[src/crc8fr_pkg.sv]
// Shared types, codes and the CRC-8 byte update for the checked frame receiver.
package crc8fr_pkg;

  localparam logic [7:0] CRC_POLY = 8'h8C;

  localparam logic KIND_BYTE   = 1'b0;
  localparam logic KIND_STATUS = 1'b1;

  localparam logic [1:0] STATUS_OK      = 2'd0;
  localparam logic [1:0] STATUS_CRC_ERR = 2'd1;
  localparam logic [1:0] STATUS_LEN_ERR = 2'd2;

  localparam logic ADDR_HEADER_FIRST  = 1'b0;
  localparam logic ADDR_HEADER_SECOND = 1'b1;

  localparam logic [7:0] HEADER_FIRST_RST  = 8'h55;
  localparam logic [7:0] HEADER_SECOND_RST = 8'hAA;

  typedef enum logic [7:0] {
    PH_HUNT1   = 8'b0000_0001,
    PH_HUNT2   = 8'b0000_0010,
    PH_LEN     = 8'b0000_0100,
    PH_PAYLOAD = 8'b0000_1000,
    PH_CRC     = 8'b0001_0000,
    PH_RD_ADDR = 8'b0010_0000,
    PH_RD_DATA = 8'b0100_0000,
    PH_DONE    = 8'b1000_0000
  } phase_t;

  typedef struct packed {
    logic [7:0] first;
    logic [7:0] second;
  } hdr_cfg_t;

  function automatic logic [7:0] crc8_feed(input logic [7:0] crc, input logic [7:0] b);
    logic [7:0] c;
    c = crc ^ b;
    for (int k = 0; k < 8; k++) begin
      c = c[0] ? ((c >> 1) ^ CRC_POLY) : (c >> 1);
    end
    return c;
  endfunction

endpackage

[src/crc8fr_regs.sv]
// APB-style register file holding the two expected header bytes.
module crc8fr_regs
  import crc8fr_pkg::*;
(
  input  logic        clk,
  input  logic        rst_n,
  input  logic        psel,
  input  logic        penable,
  input  logic        pwrite,
  input  logic [2:0]  paddr,
  input  logic [31:0] pwdata,
  output logic [31:0] prdata,
  output logic        pready,
  output hdr_cfg_t    hdr_cfg
);

  hdr_cfg_t hdr_r, hdr_nxt;
  logic     wr_en;

  assign pready = 1'b1;
  assign wr_en  = psel & penable & pwrite;

  always_comb begin
    hdr_nxt = hdr_r;
    if (wr_en) begin
      unique case (paddr[2])
        ADDR_HEADER_FIRST:  hdr_nxt.first  = pwdata[7:0];
        ADDR_HEADER_SECOND: hdr_nxt.second = pwdata[7:0];
        default:            hdr_nxt        = hdr_r;
      endcase
    end
  end

  always_ff @(posedge clk) begin
    if (!rst_n) begin
      hdr_r.first  <= HEADER_FIRST_RST;
      hdr_r.second <= HEADER_SECOND_RST;
    end else begin
      hdr_r <= hdr_nxt;
    end
  end

  always_comb begin
    unique case (paddr[2])
      ADDR_HEADER_FIRST:  prdata = {24'd0, hdr_r.first};
      ADDR_HEADER_SECOND: prdata = {24'd0, hdr_r.second};
      default:            prdata = 32'd0;
    endcase
  end

  assign hdr_cfg = hdr_r;

endmodule

[src/crc8fr_store.sv]
// Payload byte store with one write port and one registered read port.
module crc8fr_store #(
  parameter int DEPTH = 16,
  parameter int AW    = 4
) (
  input  logic          clk,
  input  logic          we,
  input  logic [AW-1:0] waddr,
  input  logic [7:0]    wdata,
  input  logic          re,
  input  logic [AW-1:0] raddr,
  output logic [7:0]    rdata
);

  logic [7:0] mem [DEPTH];
  logic [7:0] rdata_r;

  always_ff @(posedge clk) begin
    if (we) begin
      mem[waddr] <= wdata;
    end
    if (re) begin
      rdata_r <= mem[raddr];
    end
  end

  assign rdata = rdata_r;

endmodule

[src/crc8fr_parser.sv]
// Frame parser: header hunt, CRC tracking, payload capture and result sequencing.
module crc8fr_parser
  import crc8fr_pkg::*;
#(
  parameter int MAX_PAYLOAD = 16,
  parameter int AW          = 4,
  parameter int CW          = 5
) (
  input  logic          clk,
  input  logic          rst_n,
  input  hdr_cfg_t      hdr_cfg,
  input  logic          in_valid,
  output logic          in_stall,
  input  logic [7:0]    in_rx_byte,
  output logic          out_valid,
  input  logic          out_stall,
  output logic          out_kind,
  output logic [3:0]    out_byte_index,
  output logic [7:0]    out_payload_byte,
  output logic [1:0]    out_status,
  output logic          out_last,
  output logic          st_we,
  output logic [AW-1:0] st_waddr,
  output logic [7:0]    st_wdata,
  output logic          st_re,
  output logic [AW-1:0] st_raddr,
  input  logic [7:0]    st_rdata
);

  localparam logic [7:0]    MAX_LEN  = 8'(MAX_PAYLOAD);
  localparam logic [CW-1:0] MAX_CNT  = CW'(MAX_PAYLOAD);
  localparam logic [CW-1:0] CNT_ONE  = CW'(1);

  phase_t        phase_r, phase_nxt;
  logic [7:0]    crc_r, crc_nxt;
  logic [7:0]    len_r, len_nxt;
  logic [CW-1:0] seen_r, seen_nxt;
  logic [CW-1:0] rd_r, rd_nxt;
  logic          out_valid_r, out_valid_nxt;
  logic          kind_r, kind_nxt;
  logic [3:0]    idx_r, idx_nxt;
  logic [7:0]    byte_r, byte_nxt;
  logic [1:0]    status_r, status_nxt;
  logic          last_r, last_nxt;

  logic          slot_free;
  logic          taking;
  logic          accept;
  logic          load;
  logic [CW-1:0] seen_inc;
  logic [CW+3:0] rd_wide;

  assign slot_free = !out_valid_r || !out_stall;
  assign taking    = (phase_r == PH_HUNT1) || (phase_r == PH_HUNT2) ||
                     (phase_r == PH_LEN) || (phase_r == PH_PAYLOAD) || (phase_r == PH_CRC);
  assign in_stall  = !taking || !slot_free;
  assign accept    = in_valid && !in_stall;
  assign seen_inc  = seen_r + CNT_ONE;
  assign rd_wide   = {4'd0, rd_r};

  assign st_we    = accept && (phase_r == PH_PAYLOAD);
  assign st_waddr = seen_r[AW-1:0];
  assign st_wdata = in_rx_byte;
  assign st_re    = (phase_r == PH_RD_ADDR);
  assign st_raddr = rd_r[AW-1:0];

  always_comb begin
    phase_nxt  = phase_r;
    crc_nxt    = crc_r;
    len_nxt    = len_r;
    seen_nxt   = seen_r;
    rd_nxt     = rd_r;
    load       = 1'b0;
    kind_nxt   = KIND_STATUS;
    idx_nxt    = 4'd0;
    byte_nxt   = 8'd0;
    status_nxt = STATUS_OK;
    last_nxt   = 1'b1;

    unique case (phase_r)
      PH_HUNT1, PH_HUNT2: begin
        if (accept) begin
          if (phase_r == PH_HUNT2 && in_rx_byte == hdr_cfg.second) begin
            crc_nxt   = crc8_feed(crc_r, in_rx_byte);
            phase_nxt = PH_LEN;
          end else if (in_rx_byte == hdr_cfg.first) begin
            crc_nxt   = crc8_feed(8'd0, in_rx_byte);
            phase_nxt = PH_HUNT2;
          end else begin
            crc_nxt   = 8'd0;
            phase_nxt = PH_HUNT1;
          end
        end
      end
      PH_LEN: begin
        if (accept) begin
          len_nxt  = in_rx_byte;
          crc_nxt  = crc8_feed(crc_r, in_rx_byte);
          seen_nxt = '0;
          if (in_rx_byte > MAX_LEN) begin
            load       = 1'b1;
            status_nxt = STATUS_LEN_ERR;
            phase_nxt  = PH_HUNT1;
          end else if (in_rx_byte == 8'd0) begin
            phase_nxt = PH_CRC;
          end else begin
            phase_nxt = PH_PAYLOAD;
          end
        end
      end
      PH_PAYLOAD: begin
        if (accept) begin
          crc_nxt  = crc8_feed(crc_r, in_rx_byte);
          seen_nxt = seen_inc;
          if (8'(seen_inc) >= len_r || seen_inc == MAX_CNT) begin
            phase_nxt = PH_CRC;
          end
        end
      end
      PH_CRC: begin
        if (accept) begin
          crc_nxt   = 8'd0;
          phase_nxt = PH_HUNT1;
          rd_nxt    = '0;
          if (in_rx_byte != crc_r) begin
            load       = 1'b1;
            status_nxt = STATUS_CRC_ERR;
          end else if (len_r == 8'd0) begin
            load = 1'b1;
          end else begin
            phase_nxt = PH_RD_ADDR;
          end
        end
      end
      PH_RD_ADDR: begin
        phase_nxt = PH_RD_DATA;
      end
      PH_RD_DATA: begin
        if (slot_free) begin
          load      = 1'b1;
          kind_nxt  = KIND_BYTE;
          idx_nxt   = rd_wide[3:0];
          byte_nxt  = st_rdata;
          last_nxt  = 1'b0;
          rd_nxt    = rd_r + CNT_ONE;
          phase_nxt = (rd_r + CNT_ONE == seen_r) ? PH_DONE : PH_RD_ADDR;
        end
      end
      PH_DONE: begin
        if (slot_free) begin
          load      = 1'b1;
          phase_nxt = PH_HUNT1;
        end
      end
      default: begin
        phase_nxt = PH_HUNT1;
      end
    endcase
  end

  always_comb begin
    if (load) begin
      out_valid_nxt = 1'b1;
    end else if (out_valid_r && out_stall) begin
      out_valid_nxt = 1'b1;
    end else begin
      out_valid_nxt = 1'b0;
    end
  end

  always_ff @(posedge clk) begin
    if (!rst_n) begin
      phase_r     <= PH_HUNT1;
      crc_r       <= 8'd0;
      len_r       <= 8'd0;
      seen_r      <= '0;
      rd_r        <= '0;
      out_valid_r <= 1'b0;
    end else begin
      phase_r     <= phase_nxt;
      crc_r       <= crc_nxt;
      len_r       <= len_nxt;
      seen_r      <= seen_nxt;
      rd_r        <= rd_nxt;
      out_valid_r <= out_valid_nxt;
    end
  end

  always_ff @(posedge clk) begin
    if (load) begin
      kind_r   <= kind_nxt;
      idx_r    <= idx_nxt;
      byte_r   <= byte_nxt;
      status_r <= status_nxt;
      last_r   <= last_nxt;
    end
  end

  assign out_valid        = out_valid_r;
  assign out_kind         = kind_r;
  assign out_byte_index   = idx_r;
  assign out_payload_byte = byte_r;
  assign out_status       = status_r;
  assign out_last         = last_r;

endmodule

[src/crc8_checked_frame_receiver_core.sv]
// Top level of the CRC-8 checked serial frame receiver.
//
// The input channel (in_valid, in_stall, in_rx_byte) takes one received byte
// per transaction. The receiver hunts for the two header bytes, reads a length
// byte and the payload into a store, and checks the following CRC-8 byte.
// Each result leaves on the output channel as one transaction with kind,
// byte_index, payload_byte, status and last; last marks the final result of
// the byte that caused it. An input byte is accepted whenever no
// readout is running and the output register is free or being drained.
// A byte that causes a single status result shows it in the next cycle.
// A good CRC byte after a nonempty payload starts a readout from the payload
// store: each payload result passes a store read state and then a state that
// loads the output register, and the ok status follows the last payload byte.
// Input is stalled for the length of that readout.
// Reset restores the header bytes to 0x55 and 0xAA and returns to the hunt;
// the payload store is not cleared. While out_stall is high and a result is
// pending, the output transaction holds and the receiver stalls its own input.
module crc8_checked_frame_receiver_core
  import crc8fr_pkg::*;
#(
  parameter int MAX_PAYLOAD = 16
) (
  input  logic        clk,
  input  logic        rst_n,
  input  logic        psel,
  input  logic        penable,
  input  logic        pwrite,
  input  logic [2:0]  paddr,
  input  logic [31:0] pwdata,
  output logic [31:0] prdata,
  output logic        pready,
  input  logic        in_valid,
  output logic        in_stall,
  input  logic [7:0]  in_rx_byte,
  output logic        out_valid,
  input  logic        out_stall,
  output logic        out_kind,
  output logic [3:0]  out_byte_index,
  output logic [7:0]  out_payload_byte,
  output logic [1:0]  out_status,
  output logic        out_last
);

  localparam int AW = (MAX_PAYLOAD > 1) ? $clog2(MAX_PAYLOAD) : 1;
  localparam int CW = $clog2(MAX_PAYLOAD + 1);

  hdr_cfg_t      hdr_cfg;
  logic          st_we;
  logic [AW-1:0] st_waddr;
  logic [7:0]    st_wdata;
  logic          st_re;
  logic [AW-1:0] st_raddr;
  logic [7:0]    st_rdata;

  crc8fr_regs u_regs (
    .clk     (clk),
    .rst_n   (rst_n),
    .psel    (psel),
    .penable (penable),
    .pwrite  (pwrite),
    .paddr   (paddr),
    .pwdata  (pwdata),
    .prdata  (prdata),
    .pready  (pready),
    .hdr_cfg (hdr_cfg)
  );

  crc8fr_store #(
    .DEPTH (MAX_PAYLOAD),
    .AW    (AW)
  ) u_store (
    .clk   (clk),
    .we    (st_we),
    .waddr (st_waddr),
    .wdata (st_wdata),
    .re    (st_re),
    .raddr (st_raddr),
    .rdata (st_rdata)
  );

  crc8fr_parser #(
    .MAX_PAYLOAD (MAX_PAYLOAD),
    .AW          (AW),
    .CW          (CW)
  ) u_parser (
    .clk              (clk),
    .rst_n            (rst_n),
    .hdr_cfg          (hdr_cfg),
    .in_valid         (in_valid),
    .in_stall         (in_stall),
    .in_rx_byte       (in_rx_byte),
    .out_valid        (out_valid),
    .out_stall        (out_stall),
    .out_kind         (out_kind),
    .out_byte_index   (out_byte_index),
    .out_payload_byte (out_payload_byte),
    .out_status       (out_status),
    .out_last         (out_last),
    .st_we            (st_we),
    .st_waddr         (st_waddr),
    .st_wdata         (st_wdata),
    .st_re            (st_re),
    .st_raddr         (st_raddr),
    .st_rdata         (st_rdata)
  );

endmodule

[config.mk]
export PLATFORM = sky130hd
export DESIGN_NAME = crc8_checked_frame_receiver_core
export DESIGN_NICKNAME = d
export VERILOG_FILES = /design/src/crc8fr_pkg.sv /design/src/crc8fr_regs.sv /design/src/crc8fr_store.sv /design/src/crc8fr_parser.sv /design/src/crc8_checked_frame_receiver_core.sv
export SDC_FILE = /design/constraint.sdc
export NUM_CORES = 1
export LEC_CHECK = 0
export ABC_AREA = 0
export BUFFER_PORTS_ARGS = -buffer_cell sky130_fd_sc_hd__buf_4
export CAP_MARGIN = 30
export CORE_ASPECT_RATIO = 1.5
export CORE_UTILIZATION = 45
export CTS_CLUSTER_DIAMETER = 40
export DETAILED_ROUTE_END_ITERATION = 12
export PLACE_DENSITY_LB_ADDON = 0.12
export SETUP_SLACK_MARGIN = 0.3
export SYNTH_ARGS = -nofsm -noshare
export SYNTH_HDL_FRONTEND = slang
export SYNTH_SLANG_ARGS = --single-unit
[constraint.sdc]
create_clock -name clk -period 3.65 [get_ports clk]
set_clock_uncertainty 0.1 [all_clocks]
set_input_delay 0.5475 -clock clk [delete_from_list [all_inputs] [get_ports clk]]
set_output_delay 0.5475 -clock clk [all_outputs]
set_load 0.1 [all_outputs]
Word level (Yosys, flattened, before mapping)
Memories as Yosys holds them, arrays and structs flattened. A register that Yosys moved wholly into a read port is not among the register bits. Cells that the tools add are included.

Flip-flop bits (word level): 66. Bits in latches: 0. Bits in writable memories: 128. Memory bits (read-only): 0. Input bits: 50. Output and inout port bits: 51. Memories kept: 1.

$add $sub $neg: 2. Multiply operators: 0. Divide/modulo/power cells: 0. Magnitude comparators: 2. Eq/ne operators: 21. Shifts and indexed selects: 0. Muxes and demuxes: 60. Bitwise operators: 20. Reductions and logical operators: 32.

Memories: u_store.mem (words 16, width 8, read ports 1, clocked after memory_dff 1, write ports 1, line crc8fr_store.sv:15) `logic [7:0] mem [DEPTH];`.

Operators with widths (number): $mux 8 (31); $pmux 32 s2 (1); $pmux 8 s7 (1); $not 2->3 (16); $pmux 8 s3 (1); $mux 5 (4); $pmux 5 s2 (2); $eq 8x8->1 (2); $logic_not 8->1 (2); $ne 2x1->1 const B (7); $mux 1 (12); $add 5x1->5 const B (2); $eq 8x1->1 const B (1); $eq 8x2->1 const B (1); $eq 8x3->1 const B (1); $eq 8x4->1 const B (1); $eq 8x5->1 const B (1); $eq 8x6->1 const B (1); $eq 8x7->1 const B (1); $eq 8x8->1 const B (1); $ge 5x8->1 (1); $gt 8x5->1 const B (1); $mux 2 (4); $ne 8x8->1 (1); 20 further kinds (41).

Logic depth before layout (Yosys ltp)
Gate-level depths: netlist of run 1.

Word-level depth: 20. Mapped depth: 11. Depth with buffers taken out: 10.

Cells and area by module
From an unflattened synthesis of run 1, not the netlist that was laid out.

Cells, all modules: 719. Area, all modules: 9582.9 um^2.

Modules (own cells, without submodules): crc8fr_store (instances 1, cells an instance 229, area an instance 5227.5 um^2); crc8fr_parser (instances 1, cells an instance 383, area an instance 3364.5 um^2); crc8fr_regs (instances 1, cells an instance 107, area an instance 991.0 um^2).

Worst setup path before layout of run 1
Ideal clock, no wire load.

Kind: reg-to-output. From: register u_parser.phase_r[2]. To: output in_stall. Arrival: 3.084 ns. Required time: 3.002 ns. Path slack: -0.081 ns. Stages on the path, launching flop included: 5. Buffers on the path: 0. Path through: dfxtp_1 > nor2b_1 > o211ai_4 > nand2_1 > o21ai_0.

Word-level cells in the longest chain between the ends: 7.

RTL lines: start, declared (line crc8fr_parser.sv:34) `phase_t phase_r, phase_nxt;`; start signal, assigned (line crc8fr_parser.sv:180) `phase_r <= phase_nxt;`; $eq 8x1->1 or $eq 8x2->1 (tied branches) (line crc8fr_parser.sv:54) `assign taking = (phase_r == PH_HUNT1) || (phase_r == PH_HUNT2) ||`; $logic_or 1x1->1 (2 in series) (line crc8fr_parser.sv:54); $logic_or 1x1->1 (line crc8fr_parser.sv:55) `(phase_r == PH_LEN) || (phase_r == PH_PAYLOAD) || (phase_r == PH_CRC);`; $logic_or 1x1->1 * (line crc8fr_parser.sv:55); $logic_not 1->1 * (line crc8fr_parser.sv:56) `assign in_stall = !taking || !slot_free;`; $logic_or 1x1->1 * (line crc8fr_parser.sv:56); end, declared (line crc8_checked_frame_receiver_core.sv:33) `output logic in_stall,`.

Every way passes the cells marked *; elsewhere a longest branch is shown, timed or not.

Worst setup path in the final report of run 1
Same ends and word-level chain as after synthesis.

==> summary.txt, run 1 <==
Layout
  – Post-synthesis to final-layout area growth: 17.4%
  – Final std cells w/o fill: 1036
  – Leading cell type in the layout, fill and taps excluded: edfxtp_1
  – Finished layout cell area: 0.0109 mm2
  – Fraction of final layout cells sized beyond drive strength 1: 24.2%
  – N_diodes: 0
  – Leading cell types in the layout, fill and taps excluded: 151 x edfxtp_1, 74 x buf_4, 56 x nand2_1
  – Layout Nets: just over 800

Place
  – Count of buffers from port buffering: 49
  – Placed Instance Area: about 0.01 mm2
  – Post-DP HPWL: ~15000 um
  – Number of placed instances, taps included: 984
  – Post-Place Setup Slack: 0.669 ns
  – RD Place Congestion: 0.860

Logic synthesis
  – Netlist area before placement: slightly above 0.009 mm2
  – Number of warning messages in the yosys log: 0
  – Post-synthesis sequential element count: just over 200
  – Most common flop cell mapped by yosys: edfxtp_1
  – Number of enable flip-flop cells after synthesis: 151
  – Cell variety after synth: between 50 and 60
  – Number of standard cells after synthesis: 684
  – Mean post-synth cell area: 13.6 um2
  – Ys async rst share: 0%
  – Sequential element share of the synthesized area: 59.6%

Critical path
  – RR Startpoint: u_parser.seen_r[0]
  – Capturing point of the worst reg2reg path: u_parser.phase_r[7]
  – Largest fanout of any net on the critical path: 7
  – Arrival time worst endpoint: 2.35 ns
  – Register-to-register setup slack: 0.67 ns
  – Worst Reg2Reg Path Length in Cells: 9
  – Endpoint required time on the critical path: 3.00 ns
  – WS Path Type: register to output port
  – Origin of the worst setup path: u_parser.phase_r[2]
  – Capturing element type of the critical path: output port
  – CP Launch Type: register

Outcome
  – Outcome: finished, final reports clean

Hold path
  – Worst hold path type: input port to register
  – Worst Hold End: u_regs.hdr_cfg[1]
  – Critical hold path startpoint: pwdata[1]
  – Number of instances on the worst hold path: 3

Timing
  – Sum of negative setup slack: 0 ns
  – Setup WS post-layout: 0.651 ns
  – FMAX: 333 MHz
  – Slew Limit Fails: 0
  – Final critical-path required period: 3.00 ns
  – Relative slew slack: 48.2%
  – Final Setup Violations: 0
  – Setup repair after global routing missed its margin: no
  – Final Hold Viols: 0
  – Transition at the pin with the smallest max-transition slack: 0.777 ns
  – Share of the clock period used by the worst path after layout: 82.2%

Floorplanning
  – # IOs: 101
  – Floorplan row count: 64
  – Die Ht: 178 um
  – Starting density of the core: between 40% and 50%
  – Chip width: 120 um
  – Die Outline Area: 0.0213 mm2
  – Floorplan Core Area: just over 0.02 mm2

Clocking
  – CTS Hold Buffers Added: 0
  – TritonCTS clock tree: built
  – Post-CTS Resized: 0
  – Number of levels the H-tree was split into: 1
  – Clock Sinks: 202
  – Post-CTS repair timing setup buffer count: 0
  – Cts bufs inserted: 28
  – Clock tree buffer depth: 3
  – Cell at the root of the clock tree: clkbuf_16
  – Worst-path clk slew: 0.06 ns
  – Source-to-sink clock delay at the later pin of the worst-skew pair: between 0.5 and 0.6 ns

Pwr
  – Peak VDD IR: 308 uV
  – Pleak: about 3.9 nW
  – Pwr/cell area: 511 mW/mm2

GRT
  – Antenna violations before repair: 0
  – Largest net degree at the start of global routing: 53
  – Via count of the first global-routing pass: 5850
  – Global-route wire length before repair: 33300 um
  – Final global-route overflow total: 0
  – Total routing resource utilization after global routing: between 20% and 30%

Detailed routing
  – Post-detailed-route count of antenna-violating nets: 0
  – DR WL/cell: 21.0 um
  – Pre-antenna DRT Iters: 4
  – Residual DRC: 0
  – Drt via density: 5.49
  – Total via count in the routed design: 5691
  – Iteration-0 DRC count of the detailed router: around 290
  – Wirelength, routed: 21800 um

Flow run
  – Max-cap viol count: 0
[cell usage after synthesis (2+ instances only)]
master	n	area [um2]
o211ai_1	2	15.0
and2_1	7	43.8
nor4_1	4	25.0
buf_2	6	30.0
inv_1	11	41.3
nor3_1	13	65.1
xor2_1	27	236
mux2i_1	8	80.1
nor2_1	25	93.8
a21boi_0	13	97.6
a22oi_1	8	60.1
edfxtp_1	151	4530
buf_4	26	195
a31oi_1	2	12.5
o21ai_0	18	90.1
nand2_1	56	210
mux4_2	40	901
o41ai_1	2	17.5
or4_1	3	22.5
nand4b_1	7	61.3
o21a_1	4	30.0
o311a_1	3	30.0
nor3b_1	2	15.0
clkbuf_1	29	109
conb_1	2	7.51
nand4_1	5	31.3
nor2b_1	17	106
a21oi_1	15	75.1
nand2b_1	6	37.5
xnor2_1	36	315
a21o_1	2	15.0
ha_1	11	138
mux2_2	8	90.1
a221oi_2	2	30.0
dfxtp_1	51	1020
a21boi_1	4	30.0
nand3_1	20	100
and3_1	17	106
[worst max path at each step]
stage,to,slack [ns],depth (start not counted)
floorplan,in_stall,0.53,4
global route,in_stall,0.45,5
finish,in_stall,0.65,5
detailed placement,u_store.mem[12][2],0.67,5
global placement,u_parser.phase_r[7],0.73,9
CTS,in_stall,0.65,5
[through the flow]
| stage | hold WS (ns) | utilization (%) | power (mW) |
|---|---|---|---|
| final | 0.136 | 53.8 | 5.60 |
| after global routing | 0.130 | 53.8 | 5.76 |
| after CTS | 0.121 | 53.8 | 5.66 |
| after detailed placement | 0.388 | 49.1 | 2.93 |
| after global placement | 0.381 | 49.1 | 2.92 |
| after floorplan | 0.366 | - | 2.85 |
[cells by family after synthesis]
family / count (synthesis) / synth area share (%)
and+or+nand+nor: 192 / 11.0
DFF: 202 / 59.6
adders and majority gates: 11 / 1.48
other: 2 / 0.0805
xor gates and xnor gates: 63 / 5.92
AOI/OAI and AO/OA: 84 / 6.36
buffers and inverters: 74 / 4.10
muxes: 56 / 11.5
[per-layer routing]
metal  vias to the layer above  routed length, um  track usage [%]
li1                       2660                  -                -
met1                      2831               8010             23.3
met2                       156              11700             39.2
met3                        44               1090             2.94
met4                         0                939             9.79
met5                         -                  0                0
[worst max-delay path, stage by stage (launching register included)]
cell and delay (ns):
dfxtp_1 0.41, nor4_1 0.47, nand4b_1 0.31, nand2_1 0.29
o21ai_1 0.11, buf_4 0.24
[state kept, by name, summed over array words and instances (netlist names)]
signal	count
u_parser.out_byte_index	4
u_parser.out_payload_byte	8
u_parser.phase_r	8
u_regs.hdr_cfg	16
u_store.rdata	8
u_parser.seen_r	5
u_parser.crc_r	8
u_parser.out_status	2
u_store.mem	128
u_parser.rd_r	5
u_parser.out_last	1
u_parser.out_valid	1
u_parser.len_r	8
[layout make-up]
type	instances	area (um2)
inverter	12	45.0
timing repair buffer	75	576
clock buffer	29	726
multi-input combinational	431	3480
fill	1756	9390
tap	264	330
clock inverter	23	231
sequential	202	5560
[power breakdown]
group | internal [mW] | leakage (nW) | total (mW) | switching [mW]
sequential | 2.47 | 1.75 | 2.48 | 0.00893
clock | 1.58 | 0.472 | 2.72 | 1.14
combinational | 0.102 | 1.66 | 0.403 | 0.301
No activity file was read; power rests on OpenSTA's default activity.
==> inputs of run 2 (changes only) <==
- clock period: 3.65 -> 3.1 ns (I/O delays scaled with it)
==> run 2 against run 1 <==
  * Die area is the same
  * Clock power grew 22%
  * Setup slack lost 0.22 ns
  * Critical path depth grew 4
  * Global-route usage shrank 0.079 points
  * Non-clock buffer count grew 7
  * Sequential share of layout area shrank 0.59 points
  * Utilization grew 0.65 points
  * Clock-buffer cell count shrank 1
  * Combinational power grew 19%
  * Largest cell class unchanged
  * Largest power group unchanged
==> summary.txt, run 2 (synthesis gave the netlist of run 1 again) <==
Outcome
  – Outcome: finished, final reports clean

Clocking
  – TritonCTS clock tree: built
  – Cell at the root of the clock tree: clkbuf_16
  – Source-to-sink clock delay at the later pin of the worst-skew pair: 0.53 ns (about the same)
  – Worst-path clk slew: 0.07 ns (about the same)
  – Number of levels the H-tree was split into: 1 (unchanged)
  – Post-CTS repair timing setup buffer count: 0 (unchanged)
  – Cts bufs inserted: 26 (-7.1%)
  – CTS Hold Buffers Added: 0 (unchanged)
  – Clock tree buffer depth: 3 (unchanged)
  – Clock Sinks: 202 (unchanged)

GRT
  – Via count of the first global-routing pass: 5929 (+1.4%)
  – Largest net degree at the start of global routing: 53 (unchanged)
  – Total routing resource utilization after global routing: 20.9% (-0.079 points)
  – Final global-route overflow total: 0 (unchanged)
  – Global-route wire length before repair: 33300 um (+0.21%)
  – Antenna violations before repair: 0 (unchanged)

Timing
  – Final Setup Violations: 0 (unchanged)
  – Setup repair after global routing missed its margin: yes
  – Sum of negative setup slack: 0 ns (unchanged)
  – Final critical-path required period: around 2.7 ns
  – Slew Limit Fails: 0 (unchanged)
  – Final Hold Viols: 0 (unchanged)
  – Worst hold margin: 0.0618 ns (-0.0747 ns)
  – Share of the clock period used by the worst path after layout: 86.2%
  – Transition at the pin with the smallest max-transition slack: 0.687 ns (-0.0897 ns)
  – FMAX: 374 MHz
  – Relative slew slack: 53.9% (+5.6 points)

Detailed routing
  – DR WL/cell: 20.9 um (-0.74%)
  – Iteration-0 DRC count of the detailed router: 292 (-0.34%)
  – Total via count in the routed design: 5650 (-0.72%)
  – Residual DRC: 0 (unchanged)
  – Drt via density: 5.43 (-1.1%)
  – Post-detailed-route count of antenna-violating nets: 0 (unchanged)
  – Wirelength, routed: 21700 um (-0.36%)
  – Pre-antenna DRT Iters: 4 (unchanged)

Layout
  – Sequential cell area: 0.00556 mm2 (about the same)
  – Fraction of final layout cells sized beyond drive strength 1: 25.2% (+0.94 points)
  – Layout Nets: 816 (+0.62%)
  – Number of fill cells: 1723 (-1.9%)
  – Leading cell type in the layout, fill and taps excluded: edfxtp_1
  – Multi-input combinational cell area: 0.00352 mm2 (+1.1%)
  – Post-layout util: 54.5% (+0.65 points)
  – Register with the highest flop count: u_store.mem
  – Post-synthesis to final-layout area growth: 18.8%
  – Leading cell types in the layout, fill and taps excluded: 151 x edfxtp_1, 79 x buf_4, 55 x nand2_1
  – Max reg flops: 128 (unchanged)

Pwr
  – Pleak: 3.94 nW (+1.5%)
  – Total Power: 6.71 mW (+20%)
  – Peak VDD IR: 461 uV (+49%)
  – Pwr/cell area: 606 mW/mm2 (+18%)

Critical path
  – Endpoint required time on the critical path: 3.45 ns (+0.45 ns)
  – Arrival time worst endpoint: 3.02 ns (+0.67 ns)
  – Capturing element type of the critical path: register
  – Worst Reg2Reg Path Length in Cells: 9 (unchanged)
  – Largest fanout of any net on the critical path: 14 (+7)
  – CP Launch Type: register
  – WS Path Type: register to register

Flow run
  – Max-cap viol count: 0 (unchanged)

Floorplanning
  – Die Outline Area: 0.0213 mm2 (unchanged)
  – # IOs: 101 (unchanged)
  – Floorplan row count: 64 (unchanged)
  – Starting density of the core: 45.9% (unchanged)
  – Die Ht: 178 um (unchanged)
  – Floorplan Core Area: 0.0203 mm2 (unchanged)
  – Chip width: 120 um (unchanged)

Place
  – RD Place Congestion: 0.824 (-4.1%)
  – Post-DP HPWL: 15000 um (-0.13%)
  – Count of buffers from port buffering: 49 (unchanged)

Hold path
  – Number of instances on the worst hold path: 3 (unchanged)
  – Worst hold path type: input port to register
[run 2: worst paths after layout]
path	from	end	slack [ns]
worst min register to register	u_regs.hdr_cfg[4]	u_regs.hdr_cfg[4]	0.40
worst max-delay path	u_parser.seen_r[3]	u_parser.phase_r[7]	0.43
worst min-delay path	pwdata[4]	u_regs.hdr_cfg[12]	0.06
worst max register to register	u_parser.seen_r[3]	u_parser.phase_r[7]	0.43
[run 2: metrics by stage]
| stage | cell area [um2] | std cells | setup WS (ns) |
|---|---|---|---|
| after floorplan | 9420 | 707 | 0.308 |
| after global placement | 10100 | 991 | 0.396 |
| after detailed placement | 10100 | 991 | 0.365 |
| after CTS | 11000 | 1039 | 0.321 |
| after global routing | 11100 | 1039 | 0.250 |
| final | 11100 | 1040 | 0.428 |
[run 2: layer usage]
| metal | part of all wire (%) | global-route usage (%) |
|---|---|---|
| met5 | 0 | 0 |
| met4 | 3.6 | 9.27 |
| met3 | 4.4 | 3.52 |
| met2 | 55 | 39.5 |
| met1 | 37 | 22.6 |
[run 2: area by class of cell]
| type | count | area share (%) |
|---|---|---|
| clock buffers | 28 | 6.13 |
| clock inverters | 20 | 2.61 |
| multi-input cells | 431 | 31.8 |
| flip-flops and latches | 202 | 50.2 |
| diodes | 1 | 0.0226 |
| inverters | 12 | 0.407 |
| repair buffers | 82 | 5.89 |
| well taps | 264 | 2.98 |
[run 2: repair_timing]
| item | 4_1_cts | 5_1_grt |
|---|---|---|
| gates resized for setup | 2 | 5 |
| setup endpoints to repair | 1 | 13 |
| pin swaps | 0 | 1 |
[run 2: power breakdown]
group / internal, mW / total (mW) / switching [mW]
Combinational: 0.121 / 0.478 / 0.357
Sequential: 2.91 / 2.92 / 0.0108
Clock: 2.06 / 3.32 / 1.26
Total: 5.09 / 6.71 / 1.63
[run 2: critical path, cell delays in order (launching register included)]
cell      delay [ns]
dfxtp_1         0.64
nand3_1         0.14
nand2_1         0.09
nand2_1         0.08
ha_1            0.30
a21o_1          0.11
a31oi_1         0.05
o41a_1          0.41
or4_1           0.53
a21boi_1        0.15
